<file path="config.mk">
export PLATFORM = sky130hd
export DESIGN_NAME = snr_hash
export DESIGN_NICKNAME = d
export VERILOG_FILES = /design/src/rtl/subgraph_node_reindexer_defines.svh /design/src/rtl/snr_pkg.sv /design/src/rtl/snr_hash.sv
export SDC_FILE = /design/constraint.sdc
export NUM_CORES = 1
export LEC_CHECK = 0
export BUFFER_PORTS_ARGS = -buffer_cell sky130_fd_sc_hd__buf_2
export CORE_MARGIN = 2
export CORE_UTILIZATION = 30
export DETAILED_ROUTE_END_ITERATION = 16
export GPL_TIMING_DRIVEN = 1
export RECOVER_POWER = 100
export SKIP_LAST_GASP = 1
export SLEW_MARGIN = 20
export SYNTH_ARGS = -nofsm -noshare
export SYNTH_HDL_FRONTEND = slang
export SYNTH_SLANG_ARGS = --single-unit
export TNS_END_PERCENT = 10
</file>
<file path="constraint.sdc">
create_clock -name clk -period 6.5 [get_ports clk]
set_input_delay 0.325 -clock clk [delete_from_list [all_inputs] [get_ports clk]]
set_output_delay 0.325 -clock clk [all_outputs]
set_load 0.05 [all_outputs]
</file>
<file path="src/rtl/subgraph_node_reindexer_defines.svh">
// Assertion macros for the subgraph node reindexer.
// Relies on clk and rst_n being visible in the including scope.
`ifndef SUBGRAPH_NODE_REINDEXER_DEFINES_SVH
`define SUBGRAPH_NODE_REINDEXER_DEFINES_SVH

// same-cycle implication
`define SNR_ASSERT_IMPL(lbl, ante, cons, msg) \
  lbl: assert property (@(posedge clk) disable iff (!rst_n) (ante) |-> (cons)) \
    else $error(msg);

// next-cycle implication
`define SNR_ASSERT_NEXT(lbl, ante, cons, msg) \
  lbl: assert property (@(posedge clk) disable iff (!rst_n) (ante) |=> (cons)) \
    else $error(msg);

`endif

</file>
<file path="src/rtl/snr_pkg.sv">
// Shared types and constants for the subgraph node reindexer.
// No dependencies.
`timescale 1ns / 1ps
`default_nettype none
package snr_pkg;
  localparam int LOCAL_W = 12;
  localparam int OUT_VERTEX_W = 48;
  localparam int HASH_SHIFT = 20;
  localparam logic [63:0] HASH_MULT = 64'h9E3779B97F4A7C15;

  typedef enum logic [1:0] {
    REQ_SEED  = 2'd0,
    REQ_NBR   = 2'd1,
    REQ_START = 2'd2,
    REQ_NONE  = 2'd3
  } req_t;

  typedef enum logic [1:0] {
    ST_OK      = 2'd0,
    ST_FULL    = 2'd1,
    ST_UNKNOWN = 2'd2
  } status_t;

  typedef enum logic [2:0] {
    S_CLEAR,
    S_IDLE,
    S_HASH,
    S_START,
    S_PROBE,
    S_CMP
  } state_t;
endpackage
`default_nettype wire

</file>
<file path="src/rtl/snr_hash.sv">
// Multiplicative hash: key * golden constant, bits above HASH_SHIFT give the slot.
// Two partial products registered, summed in the next cycle. Uses snr_pkg.
`timescale 1ns / 1ps
`default_nettype none
module snr_hash #(
  parameter int KEY_W  = 48,
  parameter int ADDR_W = 12
) (
  input  wire logic              clk,
  input  wire logic [KEY_W-1:0]  key,
  output logic      [ADDR_W-1:0] slot
);
  import snr_pkg::*;

  localparam int P  = HASH_SHIFT + ADDR_W;
  localparam int H  = P / 2;
  localparam int PH = P - H;

  logic [P-1:0]  key_p;
  logic [P-1:0]  mult_p;
  logic [P-1:0]  pp0_r;
  logic [PH-1:0] pp1_r;
  logic [P-1:0]  sum;

  assign key_p  = P'(key);
  assign mult_p = HASH_MULT[P-1:0];

  always_ff @(posedge clk) begin
    pp0_r <= P'(key_p[H-1:0] * mult_p);
    pp1_r <= PH'(key_p[P-1:H] * mult_p[PH-1:0]);
  end

  assign sum  = pp0_r + {pp1_r, {H{1'b0}}};
  assign slot = sum[P-1:HASH_SHIFT];
endmodule
`default_nettype wire

</file>
== After elaboration in Yosys (flattened, before gate mapping) ==
Cells that the tools add are included.

* Register bits after elaboration: 48
* Latch bits: 0
* Bits in writable memories: 0
* ROM bits: 0
* Input port bits: 49
* Output and inout port bits: 12
* Word-level logic and storage cells: 5
* Memories kept: 0

* Add/subtract/negate cells: 1
* $mul: 2
* Div/mod/pow operators: 0
* $lt $le $gt $ge: 0
* Eq/ne operators: 0
* Shift operators: 0
* Multiplexer cells: 0
* Bitwise operators: 0
* Reductions and logical operators: 0

{| class="wikitable"
|+ Operators with widths
! kind !! count
|-
| $add A32 B32 Y32 || 1
|-
| $mul A16 B31 Y32 const B || 1
|-
| $mul A16 B15 Y16 const B || 1
|}

== Depth between registers and ports, before layout ==
Gate-level depths: netlist (run 1).

* Depth in word-level cells: 1
* Gate-level depth with buffers: 18
* Gate-level depth less buffers: 18

== Worst setup path after synthesis (run 1) ==
OpenSTA, ideal clock, no wires.

* Path type: in2reg
* From: input key[4]
* To: register pp0_r[31]
* Setup time: 0.120 ns
* Arrival: 5.123 ns
* Data required time: 6.380 ns
* Setup slack: 1.258 ns
* Cell stages on the path: 18
* Buffers on the path: 0
* Cell sequence: inv_1 fa_1 inv_1 fa_1 ha_1 fa_1 inv_1 fa_1 fa_1 inv_1 ha_1 and3_1 and3_4 and4_4 a211oi_4 o21bai_2 o2111a_1 a211o_1

* Cells in the longest elaborated chain, start to end: 1

{| class="wikitable"
|+ RTL lines
! what !! RTL line !! text
|-
| start, declared || snr_hash.sv:10 || <nowiki>input wire logic [KEY_W-1:0] key,</nowiki>
|-
| $mul A16 B31 Y32 || snr_hash.sv:29 || <nowiki>pp0_r <= P'(key_p[H-1:0] * mult_p);</nowiki>
|-
| end signal, assigned || snr_hash.sv:29 ||
|-
| end, declared || snr_hash.sv:21 || <nowiki>logic [P-1:0] pp0_r;</nowiki>
|}

No other way between the ends.

== Final worst setup path (run 1) ==
Ends and elaborated chain as after synthesis.

==> flow_summary.ini, run 1 <==
[final_layout]
post_route_cells_drive_above_1_share_pct = 4.93
finish.net_count = 1249
syn2layout_area_growth_pct = 9.35
postLayoutCoreUtil_pct = 33.2
insertedDiodeCount = 0

[worst_setup_path]
cp-start-kind = primary input
critical_path_cell_by_cell = clkbuf_1 > inv_1 > fa_1 > inv_1 > fa_1 > ha_1 > fa_1 > inv_1 > fa_1 > fa_1 > inv_1 > ha_1 > and3_1 > and3_1 > and4_1 > a211oi_4 > o21bai_1 > o2111a_1 > a211o_1
largest_fanout_of_any_net_on_the_critical_path = 6
slowest_delay_ps = 700
cpMaxStageDelayCell = fa_1
worstPathRequired_ps = 6650
cp-end-kind = flop
cp.arrival_ps = 6000
worst-setup-path-type = primary input to flop
critPathMostFrequentCell = fa_1

[die]
fp-row-count = 60
starting_density_of_the_core_pct = 30.3
core_area_um2 = 26800
io-pin-count = 61
die_area_um2 = 28400
chipWidth_um = 169
die_h_um = 169

[cts]
clock-root-buffer = clkbuf_16
post_cts_buffers = 0
cts_tree = done
cts_sinks = 32
cts_resized = 0
cts_buffer_depth = 2
ctsHtreeMaxLevel = 2
clkSlewWorstSetupHoldPaths_ps = 50
cts_hold_buffers = 0
cts_buffers = 5

[run]
number_of_maximum_capacitance_violations = 0

[logic_synthesis]
yosys_warnings = 0
synth.top_cells.by_count = 241 x inv_1, 200 x ha_1, 127 x fa_1
netlist_top_cells_area = fa_1 31%, ha_1 31%, inv_1 11%
avgSynthCellArea_um2 = 9.88
synth.yosys.seq_area_share_pct = 7.88
synthDominantCellAreaShare_pct = 31.3
synth_seq_cells = 32
netlist_area_um2 = 8130
synth.lib_cells_used.distinct = 47
post_synth_inst_count = 822
syn-num-nets = 1198
synth_top_cell_by_area = fa_1
synth_enable_flop_cells = 0
synthMostInstantiatedCell = inv_1
async_reset_ff_share_pct = 0
ys_dominant_reg_cell = dfxtp_1

[global_routing]
grt_first_pass_wirelength_um = 26900
maximum_number_of_pins_on_one_net_before_global_route_repair = 15
number_of_global_route_vias_before_repair = 5495
grt_antenna_before_repair = 0
overflow = 0
globalRouteTotalUtil_pct = 11.8

[timing]
setup_repair_after_global_routing_missed_its_margin = false
fmaxAchievable_mhz = 171
worst_slew_margin_rel_pct = 53.7
final.period_utilization_pct = 90.0
period_needed_ps = 5850
finalHoldWorstSlack_ps = 360
timing.final.setup_violations = 0
setup_total_negative_slack_ps = 0
report.final.hold_viol_count = 0
worst_pin_slew_ps = 697
timing.final.max_slew_violations = 0

[drt]
vias_per_cell = 4.39
detail-route-antenna-nets = 0
post_route_drc = 0
dr_total_vias = 5329
routed_len_inst_um = 13.2
count_of_routing_violations_after_the_opening_detailed_route_iteration = 138
route.final.wire_length_um = 16000
drtPass1Iterations = 4

[placement]
gp_congestion = 0.855
detailed_place_hpwl_um = 14400
portBuffers = 44

[min_path]
min_path_type = primary input to flop

[status]
outcome = finished, final reports clean
-- state kept, by name (all words and copies together), names as in the netlist --
| register | flops |
|---|---|
| pp0_r | 16 |
| pp1_r | 16 |
-- worst paths after layout --
path,startpoint,to,cells past startpoint
max,key[4],pp0_r[31],19
min,key[17],pp1_r[1],1
-- layout make-up --
class / instances / area (µm²)
Clock buffer: 7 / 153
Fill cell: 2747 / 17900
Inverter: 241 / 905
Multi-Input combinational cell: 549 / 6560
Sequential cell: 32 / 641
Tap cell: 341 / 427
Timing Repair Buffer: 44 / 198
-- through the flow --
stage	setup WS (ps)	cell area (µm²)	std cells
3_3_place_gp	742	8770	1207
4_1_cts	950	8920	1214
3_5_place_dp	662	8770	1207
5_1_grt	437	8880	1214
6_report	650	8880	1214
2_1_floorplan	1260	8130	822
-- layer usage --
layer  global-route usage (%)  wire length, µm
met4                     2.32              199
met5                        0                0
met1                     16.5             7920
met3                     1.24              442
met2                     20.0             7410
-- layout by cell type, fill, tap and decap left out, types with 15 or more instances in the layout --
cell      netlist  routed
clkbuf_1        0      18
xnor2_1        49      49
inv_1         241     241
xor2_1         15      15
ha_1          200     200
fa_1          127     127
a21oi_1        28      28
nor2_1         20      20
dfxtp_1        32      32
buf_2           0      26
-- worst max-delay path: cells and delay by family --
kind            cells  cell delay, ps
fa+ha+maj           7            3250
compound gates      4            1110
buf+inv             5             700
simple gates        3             610
-- cells by family (layout without fill, tap and decap cells) --
kind of cell | count (synthesis) | in the layout | synth area share, %
adders and majority gates | 327 | 327 | 62.1
buffers and inverters | 241 | 292 | 11.1
and+or+nand+nor | 70 | 70 | 4.37
xor gates and xnor gates | 64 | 64 | 6.90
AOI/OAI and AO/OA | 88 | 88 | 7.62
DFF | 32 | 32 | 7.88
Power of run 1 is not shown: default switching activity piles up to over one toggle a cycle in this logic, so the estimate is an artifact.
==> run 2: changes to the inputs <==
--- a/config.mk
+++ b/config.mk
@@ -7,9 +7,11 @@
 export LEC_CHECK = 0
 export BUFFER_PORTS_ARGS = -buffer_cell sky130_fd_sc_hd__buf_2
 export CORE_MARGIN = 2
-export CORE_UTILIZATION = 30
+export CORE_UTILIZATION = 35
 export DETAILED_ROUTE_END_ITERATION = 16
 export GPL_TIMING_DRIVEN = 1
+export HOLD_SLACK_MARGIN = 0.03
+export PLACE_DENSITY = 0.6
 export RECOVER_POWER = 100
 export SKIP_LAST_GASP = 1
 export SLEW_MARGIN = 20
==> flow_summary.ini, run 2 (synthesized netlist as in run 1, its figures left out) <==
[final_layout]
post_route_cells_drive_above_1_share_pct = 5.04
largest_registers = pp0_r: 16 flops, pp1_r: 16 flops
syn2layout_area_growth_pct = 8.50
finish.net_count = 1249
mostFrequentLayoutCell = inv_1
postLayoutCoreUtil_pct = 38.8
insertedDiodeCount = 0
final.fill_count = 2298
layout.cells.most_common_list = 241 x inv_1, 200 x ha_1, 127 x fa_1, 49 x xnor2_1, 32 x dfxtp_1

[drt]
routed_len_inst_um = 13.7
detail-route-antenna-nets = 0
vias_per_cell = 4.63
route.final.wire_length_um = 15900
drtPass1Iterations = 4
count_of_routing_violations_after_the_opening_detailed_route_iteration = 163
post_route_drc = 0
dr_total_vias = 5367

[global_routing]
globalRouteTotalUtil_pct = 14.0
overflow = 0
grt_first_pass_wirelength_um = 27400
maximum_number_of_pins_on_one_net_before_global_route_repair = 15
grt_antenna_before_repair = 0
number_of_global_route_vias_before_repair = 5742

[cts]
cts_tree = done
cts_buffers = 5
cts_buffer_depth = 2
clock-root-buffer = clkbuf_16
ctsHtreeMaxLevel = 2
clkSlewWorstSetupHoldPaths_ps = 50
cts_sinks = 32
cts_hold_buffers = 0
cts_resized = 0
post_cts_buffers = 0

[timing]
setup_repair_after_global_routing_missed_its_margin = false
final.period_utilization_pct = 90.1
fmaxAchievable_mhz = 171
timing.final.max_slew_violations = 0
worst_pin_slew_ps = 697
period_needed_ps = 5860
report.final.hold_viol_count = 0
timing.final.setup_violations = 0
setup_total_negative_slack_ps = 0
worst_slew_margin_rel_pct = 52.3

[die]
chipWidth_um = 156
core_area_um2 = 22700
die_h_um = 156
starting_density_of_the_core_pct = 35.8
io-pin-count = 61
die_area_um2 = 24500
fp-row-count = 55

[run]
number_of_maximum_capacitance_violations = 0

[worst_setup_path]
timing.critical_path.from = key[4]
worst-setup-path-type = primary input to flop
cp-end-kind = flop
worstPathRequired_ps = 6650
cp-start-kind = primary input
timing.critical_path.to = pp0_r[31]
cp.arrival_ps = 6010
largest_fanout_of_any_net_on_the_critical_path = 6

[status]
outcome = finished, final reports clean

[placement]
detailed_place_hpwl_um = 14200
gp_congestion = 0.825
portBuffers = 44

[min_path]
min_path_type = primary input to flop
==> run 2: final cells by class <==
type | count | area [µm²] | share of cell area (%)
Multi-Input combinational cell | 549 | 6560 | 74.4
Inverter | 241 | 905 | 10.3
Sequential cell | 32 | 641 | 7.27
Tap cell | 285 | 357 | 4.04
Timing Repair Buffer | 44 | 199 | 2.26
Clock buffer | 7 | 153 | 1.73
==> run 2: per-stage QoR <==
step	hold slack [ps]	setup slack [ps]	std cells	cell area, µm²
after floorplan	353	1260	822	8130
after global placement	574	705	1151	8700
after detailed placement	574	616	1151	8700
after CTS	290	915	1158	8850
after global routing	395	400	1158	8820
final	361	645	1158	8820
==> run 2: worst min-delay path by stage <==
stage / start / to / slack, ps / cells past startpoint
after floorplan: key[16] / pp1_r[0] / 350 / 0
after global placement: key[17] / pp1_r[1] / 570 / 1
after detailed placement: key[17] / pp1_r[1] / 570 / 1
after CTS: key[17] / pp1_r[1] / 290 / 1
after global routing: key[17] / pp1_r[1] / 400 / 1
final: key[17] / pp1_r[1] / 360 / 1
==> run 2: per-layer routing <==
layer,track usage (%),share of wire [%],vias up
li1,-,-,2689
met1,19.2,49,2595
met2,24.5,47,69
met3,0.637,1.6,14
met4,3.15,1.8,0
met5,0,0,-
==> run 2: worst max-delay path, stage by stage <==
cell and delay [ps]:
clkbuf_1 280, inv_1 160, fa_1 700, inv_1 110, fa_1 460, ha_1 310, fa_1 540, inv_1 50
fa_1 440, fa_1 490, inv_1 40, ha_1 320, and3_1 220, and3_1 190, and4_1 200, a211oi_4 410
o21bai_1 220, o2111a_1 280, a211o_1 240
Power of run 2 is left out for the same reason.
