### src/rtl/subgraph_node_reindexer_defines.svh
// Assertion macros for the subgraph node reindexer.
// Relies on clk and rst_n being visible in the including scope.
`ifndef SUBGRAPH_NODE_REINDEXER_DEFINES_SVH
`define SUBGRAPH_NODE_REINDEXER_DEFINES_SVH

// same-cycle implication
`define SNR_ASSERT_IMPL(lbl, ante, cons, msg) \
  lbl: assert property (@(posedge clk) disable iff (!rst_n) (ante) |-> (cons)) \
    else $error(msg);

// next-cycle implication
`define SNR_ASSERT_NEXT(lbl, ante, cons, msg) \
  lbl: assert property (@(posedge clk) disable iff (!rst_n) (ante) |=> (cons)) \
    else $error(msg);

`endif

### src/rtl/snr_ram.sv
// Generic single-write, single-read RAM with registered read data.
// No dependencies.
`timescale 1ns / 1ps
`default_nettype none
module snr_ram #(
  parameter int WIDTH = 8,
  parameter int DEPTH = 16
) (
  input  wire logic                     clk,
  input  wire logic                     we,
  input  wire logic [$clog2(DEPTH)-1:0] waddr,
  input  wire logic [WIDTH-1:0]         wdata,
  input  wire logic [$clog2(DEPTH)-1:0] raddr,
  output logic      [WIDTH-1:0]         rdata
);
  logic [WIDTH-1:0] mem [DEPTH];

  always_ff @(posedge clk) begin
    if (we) begin
      mem[waddr] <= wdata;
    end
    rdata <= mem[raddr];
  end
endmodule
`default_nettype wire

### config.mk
export PLATFORM = sky130hd
export DESIGN_NAME = snr_ram
export DESIGN_NICKNAME = d
export VERILOG_FILES = /design/src/rtl/subgraph_node_reindexer_defines.svh /design/src/rtl/snr_ram.sv
export SDC_FILE = /design/constraint.sdc
export NUM_CORES = 1
export LEC_CHECK = 0
export BUFFER_PORTS_ARGS = -buffer_cell sky130_fd_sc_hd__clkbuf_2
export CORE_MARGIN = 3
export CORE_UTILIZATION = 50
export DETAILED_ROUTE_END_ITERATION = 8
export GPL_TIMING_DRIVEN = 0
export PLACE_DENSITY_LB_ADDON = 0.2
export REMOVE_ABC_BUFFERS = 1
export SYNTH_ARGS = -nofsm -noshare
export SYNTH_HDL_FRONTEND = slang
export SYNTH_SLANG_ARGS = --single-unit
### constraint.sdc
create_clock -name clk -period 2.39 [get_ports clk]
set_clock_uncertainty 0.2 [all_clocks]
set_input_delay 0.3585 -clock clk [delete_from_list [all_inputs] [get_ports clk]]
set_output_delay 0.3585 -clock clk [all_outputs]
set_load 0.01 [all_outputs]
==> Word-level counts from Yosys, hierarchy flattened <==
Memories as Yosys holds them, arrays and structs flattened. A register that Yosys moved wholly into a read port is not among the register bits.
Cells that the tools add are included.
{ "word_totals": {"register_bits": 0, "ramBits": 128, "inputBits": 18, "output_inout_bits": 8, "word_cells": 3, "n_memories": 1} }
{ "classes": {"mux": 2} }
{ "memory_table": {"columns": ["name", "depth", "width", "read_ports", "rd_ports_with_merged_regs", "wr", "line_no", "rtl"], "rows": [
  ["mem", 16, 8, 1, 1, 1, "snr_ram.sv:16", "logic [WIDTH-1:0] mem [DEPTH];"]
]} }
{ "op_table": {"columns": ["cell", "n"], "rows": [
  ["$mux W1", 2]
]} }

==> Logic depth before layout (Yosys ltp) <==
Gate-level depths: netlist (run 1).
{ "logic_depth": {"depth_word": 2, "depth_mapped": 5, "mapped_depth_nobuf": 3} }

==> Worst setup path before layout (run 1) <==
Ideal clock, no wire load.
{ "synth_path": {"path_kind": "in2reg", "from": "input waddr[2]", "to": "memory mem[0][0] (enable)", "setup_ns": 0.383, "arrival_time_ns": 1.468, "required_ns": 1.807, "setup_slack_ns": 0.339, "path_stages": 2, "path_buffers": 0, "cell_sequence": "or3b_2 nor3_1"} }
{ "synth_lines": {"columns": ["item", "line_no", "rtl"], "rows": [
  ["start, declared", "snr_ram.sv:11", "input wire logic [$clog2(DEPTH)-1:0] waddr,"],
  ["end, declared", "snr_ram.sv:16", null]
]} }
Straight into the memory's write port.

==> Final worst setup path (run 1) <==
{ "layout_path": {"from": "input waddr[2]", "to": "memory mem[0][3] (enable)"} }
Straight into the memory's write port.

==> reports/summary.md, run 1 <==
- 0.609 mV — peak supply drop
- false — unrepaired setup endpoints after global routing
- 0.778 — sequential fraction of the synthesis area
- max-capacitance violations — violations in the final reports
- 0 — count of nets left with antenna violations after detail routing
- 60 ps — Clock Pin Slew Worst Setup and Hold Paths
- 1.04 mW — Net Sw Power
- 8870 um — sum of routed wire length over all layers
- 0.660 — routability congestion estimate
- flop — nature of the critical path endpoint
- 899 nW/um^2 — power per unit of standard cell area
- 0.922 — post-route fraction of the period consumed by the critical path
- 5420 um — HPWL after detailed placement
- primary input — startpoint types
- edfxtp_1 75%, mux4_2 7.9%, mux4_1 7.1% — cell types with the largest area share after synthesis
- 33 — largest net degree at the start of global routing
- 8 — maximum fanout along the worst path
- 0 — setup violation total in the final timing report
- 136 — number of flip-flops and latches in the synthesized netlist
- 1120 ps — maximum cell stage delay along the critical path
- nor3_1 — worst-path cell with the longest stage delay
- 2308 — total number of vias
- 9910 um^2 — area of the core region
- 0 — Final Max Slew Viols
- 1460 ps — actual transition at the worst max-transition pin
- edfxtp_1 — leading cell type in the layout, fill and taps excluded
- 25 — count of port buffers added during placement
- 36 — std cell rows
- 0 — antenna violations before repair
- -332 ps — pre-CTS setup slack
- 0 — hold-fix buffers at CTS
- 0.453 — clock share of power
- 13300 um — wire length of the first global-routing pass
- 0 — number of failing hold endpoints at the final stage
- 154 — violation count after the first detailed-routing iteration
- rdata[2] — worst flop-to-flop path endpoint
- 22.5 um^2 — syn_area_per_cell
- 2287 — number of global-route vias before repair
- 500 ps — Worst-Skew Late Latency
- 0.266 — fraction of layout instances using a drive strength above 1
- 2200 ps — final critical-path required period
- 0.503 — relative contribution of sequential cells to total power
- 21.6 um — average wire per standard cell
- 4 — first-pass iteration count of the detailed router
- 107 um — Die X-Extent
- 0 — number of buffers inserted to repair setup after CTS
- 4 — maximum level of the CTS H-tree
- mem[0][2] — worst reg2reg startpoint
- 229 — cell count after synthesis
- 283 — Post-layout nets
- 0.194 — switch share
- 0 — total overflow reported by the global router
- 26 — total I/O pin count
- 128 x edfxtp_1, 25 x clkbuf_2, 18 x mux4_2 — highest-count cells in the layout ignoring fill and taps
- 0 — final routed DRC violation total
- 186 ps — setup ws final
- 4.29 mW — internal power consumption
- 107 um — DIE HEIGHT
- 0 — number of warnings printed during yosys synthesis
- 1 — Max Cap Violations
- 1 — Cells on Worst Hold Path
- 15.2% — area delta synth->final
- 17 — TritonCTS Buffers
- mem[2][5] — Hold Crit Endpoint
- 0.0178 — max_slew headroom
- edfxtp_1 — library cell with the largest summed area after synthesis
- 1.98 nW — leak pwr
- 0.598 — final standard cell utilization of the core
- 0.519 — effective utilization at floorplan
- 0.044 — power share of the combinational group
- clkbuf_2 -> or3b_2 -> nor3_1 — ordered list of cells on the worst path
- 1 — critical path buffer and inverter count
- 411 — post-route non-filler standard cell count
- 11500 um^2 — Die Area
- 2110 ps — critical path arrival
- built — TritonCTS clock tree
- finished, violations left — result of the run
- 19 — number of unique standard cell types used by synthesis
- 3 — R2R depth
- in2reg — class of the tightest hold or removal check
- 0.169 — total routing resource utilization after global routing
- in2reg — Setup CP Type
- 5.62 — via-per-instance ratio
- 0.747 — post-synth top area share
- 136 — number of sinks driven by the clock tree
- 0.454 GHz — Peak Freq
- simple AND/OR/NAND/NOR gates — critical path's top delay family
- 2 — number of buffers on the longest clock path
- 378 — dpl cells
- clkbuf_8 — clock tree root driver cell
- 760 ps — worst reg2reg setup slack
- 0 — Inserted Diodes
- wdata[5] — origin of the worst min-delay path
- 2290 ps — required time reported for the critical path endpoint
- 0 — number of gates given a new drive strength after cts
- 5150 um^2 — post-synth design cell area
flip-flops by register name (all words and copies together), names as in the netlist:
signal,count
mem,128
rdata,8
synthesized netlist by cell type:
library cell     number
a22oi_1              16
and2_1                1
and2b_1               1
buf_2                 3
buf_4                 1
buf_6                 3
clkdlybuf4s25_2       3
dfxtp_1               8
edfxtp_1            128
mux4_1               14
mux4_2               18
nand2_1               9
nand2b_1              2
nand3_1               1
nand3b_1              2
nor2_1               13
nor2b_1               1
nor3_1                4
or3b_2                1
stage by stage:
step / hold slack, ps / total power, mW / area (um^2) / setup TNS (ps)
global placement: 468 / 2.96 / 5350 / -4380
CTS: 81.1 / 5.37 / 5920 / 0
global route: 97.9 / 5.51 / 5930 / 0
detailed placement: 490 / 2.97 / 5360 / -4830
finish: 92.3 / 5.33 / 5930 / 0
floorplan: 257 / 2.84 / 5060 / 0
kinds of logic after synthesis:
| group | Yosys count | synth area share |
|---|---|---|
| multiplexers | 32 | 0.150 |
| AO/OA/AOI/OAI | 16 | 0.0233 |
| AND/OR/NAND/NOR | 35 | 0.0318 |
| flip-flops | 136 | 0.778 |
| buffers and inverters | 10 | 0.0168 |
how the worst max path moves through the flow:
stage	startpoint	end	slack, ps	cells past startpoint
2_1_floorplan	waddr[2]	mem[0][0]	340	2
3_3_place_gp	raddr[0]	rdata[1]	-350	4
3_5_place_dp	raddr[0]	rdata[2]	-330	4
4_1_cts	raddr[0]	rdata[1]	200	4
5_1_grt	raddr[0]	rdata[1]	120	4
6_report	waddr[2]	mem[0][3]	190	3
layer usage:
layer / up-vias / track usage / share of wire
met5: - / 0 / 0
met4: 0 / 0.0514 / 0.0039
met3: 2 / 0.0594 / 0.080
met2: 86 / 0.258 / 0.50
met1: 1174 / 0.233 / 0.42
li1: 1046 / - / -
power groups by stage:
stage / clock network (mW) / registers (mW) / logic (mW)
3_3_place_gp: 0 / 2.73 / 0.234
3_5_place_dp: 0 / 2.73 / 0.240
5_1_grt: 2.57 / 2.68 / 0.257
4_1_cts: 2.45 / 2.68 / 0.240
2_1_floorplan: 0 / 2.73 / 0.107
6_report: 2.41 / 2.68 / 0.237
final cells by class:
type / count / area [um^2]
fillers: 720 / 3980
clock buffers: 23 / 457
repair buffers: 27 / 138
clock inverters: 9 / 101
flip-flops and latches: 136 / 4000
multi-input cells: 83 / 1060
well taps: 133 / 166
(Power assumes the default switching activity.)
==> run 2, diff against run 1 <==
Settings changed: PLACE_DENSITY from default to 0.67, PLACE_DENSITY_LB_ADDON 0.2 to default.
==> run 2 against run 1 <==
Against the previous run:
- the run now ends clean
- sequential share of layout area fell by 0.20 points
- cell count shrank 0.73%
- first-iteration DRC count increased by 12%
- power is 1.6% higher
- register-to-register slack hardly changed
- highest routed layer unchanged
- design area up 0.30%
- combinational power is essentially flat
- non-clock buffer count shrank 1
==> reports/summary.md, run 2 (same netlist as run 1, synthesis figures left out) <==
- 0.495 — relative contribution of sequential cells to total power, was 0.503
- 0.703 — routability congestion estimate, was 0.660
- flop — nature of the critical path endpoint, unchanged
- 741 — filler cell count, was 720
- 0 — number of gates given a new drive strength after cts, unchanged
- 1200 ps — actual transition at the worst max-transition pin, was 1460 ps
- 25 — count of port buffers added during placement, unchanged
- 128 — flip-flop count of the largest register, all copies and words added, unchanged
- 14700 um — wire length of the first global-routing pass, was 13300 um
- 770 ps — worst reg2reg setup slack, was 760 ps
- 173 — violation count after the first detailed-routing iteration, was 154
- wdata[3] — origin of the worst min-delay path, was wdata[5]
- 520 ps — Worst-Skew Late Latency, was 500 ps
- 4 — maximum level of the CTS H-tree, unchanged
- mem[2][3] — Hold Crit Endpoint, was mem[2][5]
- rdata[2] — worst flop-to-flop path endpoint, unchanged
- in2reg — Setup CP Type, unchanged
- 0 — count of nets left with antenna violations after detail routing, unchanged
- 911 nW/um^2 — power per unit of standard cell area, was 899 nW/um^2
- 2580 ps — required time reported for the critical path endpoint, was 2290 ps
- 26 — total I/O pin count, unchanged
- 107 um — DIE HEIGHT, unchanged
- 128 x edfxtp_1, 25 x clkbuf_2, 18 x mux4_2 — highest-count cells in the layout ignoring fill and taps, unchanged
- 0.198 — max_slew headroom, was 0.0178
- 36 — std cell rows, unchanged
- 0.519 — effective utilization at floorplan, unchanged
- 4.33 mW — internal power consumption, was 4.29 mW
- 1.98 nW — leak pwr, about the same
- 1 — Cells on Worst Hold Path, unchanged
- 1.08 mW — Net Sw Power, was 1.04 mW
- 9480 um — sum of routed wire length over all layers, was 8870 um
- 408 — post-route non-filler standard cell count, was 411
- 2311 — total number of vias, was 2308
- 0 — total overflow reported by the global router, unchanged
- primary input — startpoint types, unchanged
- 5.66 — via-per-instance ratio, was 5.62
- 11500 um^2 — Die Area, unchanged
- 3 — R2R depth, unchanged
- 5.41 mW — power after layout, was 5.33 mW
- 60 ps — Clock Pin Slew Worst Setup and Hold Paths, about the same
- mem — register ranked first by flip-flop count, unchanged
- 136 — number of sinks driven by the clock tree, unchanged
- 9910 um^2 — area of the core region, unchanged
- 0.549 mV — peak supply drop, was 0.609 mV
- 0.186 — total routing resource utilization after global routing, was 0.169
- 0.461 — clock share of power, was 0.453
- edfxtp_1 — leading cell type in the layout, fill and taps excluded, unchanged
- 17 — TritonCTS Buffers, unchanged
- 378 — dpl cells, unchanged
- 5630 um — HPWL after detailed placement, was 5420 um
- 2428 — number of global-route vias before repair, was 2287
- 0.461 GHz — Peak Freq, was 0.454 GHz
- raddr[0] — Worst setup startpoint, was waddr[2]
- mem[2][2] — worst reg2reg startpoint, was mem[0][2]
- 0 — final routed DRC violation total, unchanged
- 0 — number of buffers inserted to repair setup after CTS, unchanged
- 0.200 — switch share, was 0.194
- 2360 ps — critical path arrival, was 2110 ps
- 0 — Inserted Diodes, unchanged
- 0.044 — power share of the combinational group, about the same
- 4 — first-pass iteration count of the detailed router, unchanged
- 0 — hold-fix buffers at CTS, unchanged
- 15.5% — area delta synth->final, was 15.2%
- in2reg — class of the tightest hold or removal check, unchanged
- 2170 ps — final critical-path required period, was 2200 ps
- 282 — Post-layout nets, was 283
- 0 — Final Max Slew Viols, unchanged
- mem x128, rdata x8 — top flop regs, unchanged
- 0 — antenna violations before repair, unchanged
- 0.276 — fraction of layout instances using a drive strength above 1, was 0.266
- finished, final reports clean — result of the run, was finished, violations left
- 33 — largest net degree at the start of global routing, unchanged
- 32 — maximum fanout along the worst path, was 8
- 0 — number of failing hold endpoints at the final stage, unchanged
- 0.600 — final standard cell utilization of the core, was 0.598
- false — unrepaired setup endpoints after global routing, unchanged
- 53.0 ps — post-route worst hold slack, was 92.3 ps
- 0 — Max Cap Violations, was 1
- 0.907 — post-route fraction of the period consumed by the critical path, was 0.922
- 23.2 um — average wire per standard cell, was 21.6 um
- 107 um — Die X-Extent, unchanged
- built — TritonCTS clock tree, unchanged
- 2 — number of buffers on the longest clock path, unchanged
- clkbuf_8 — clock tree root driver cell, unchanged
- 0 — setup violation total in the final timing report, unchanged
==> run 2: power groups by stage <==
| stage | clock (mW) | sequential (mW) | combinational [mW] |
|---|---|---|---|
| 5_1_grt | 2.65 | 2.68 | 0.261 |
| 3_3_place_gp | 0 | 2.73 | 0.236 |
| 3_5_place_dp | 0 | 2.73 | 0.239 |
| 2_1_floorplan | 0 | 2.73 | 0.107 |
| 6_report | 2.50 | 2.68 | 0.236 |
| 4_1_cts | 2.53 | 2.68 | 0.241 |
==> run 2: layout make-up <==
cell class / count / area, um^2 / area share
repair buffers: 26 / 133 / 0.0223
clock inverters: 13 / 156 / 0.0263
flip-flops and latches: 136 / 4000 / 0.673
well taps: 133 / 166 / 0.0280
clock buffers: 17 / 414 / 0.0697
multi-input cells: 83 / 1070 / 0.180
==> run 2: how the worst max path moves through the flow <==
stage | end | slack, ps
after floorplan | mem[0][0] | 340
after global placement | mem[0][3] | -390
after detailed placement | rdata[0] | -310
after CTS | rdata[2] | 230
after global routing | rdata[0] | 70
final | rdata[0] | 220
==> run 2: per-stage QoR <==
stage / setup TNS (ps) / setup WS [ps] / instance area [um^2]
final: 0 / 223 / 5950
after global routing: 0 / 74.7 / 5950
after CTS: 0 / 226 / 5950
after detailed placement: -2240 / -315 / 5380
after global placement: -6760 / -393 / 5350
after floorplan: 0 / 339 / 5060
==> run 2: worst max-delay path, cell delays in order <==
cell,delay [ps]
clkbuf_2,870
mux4_1,660
a22oi_1,330
nand2_1,110
==> run 2: layer usage <==
metal  vias to the layer above  routed length [um]  track usage
met1                      1171                4120        0.262
met3                         8                 644       0.0624
met5                         -                   0            0
li1                       1046                   -            -
met4                         0                  88       0.0694
met2                        86                4620        0.274
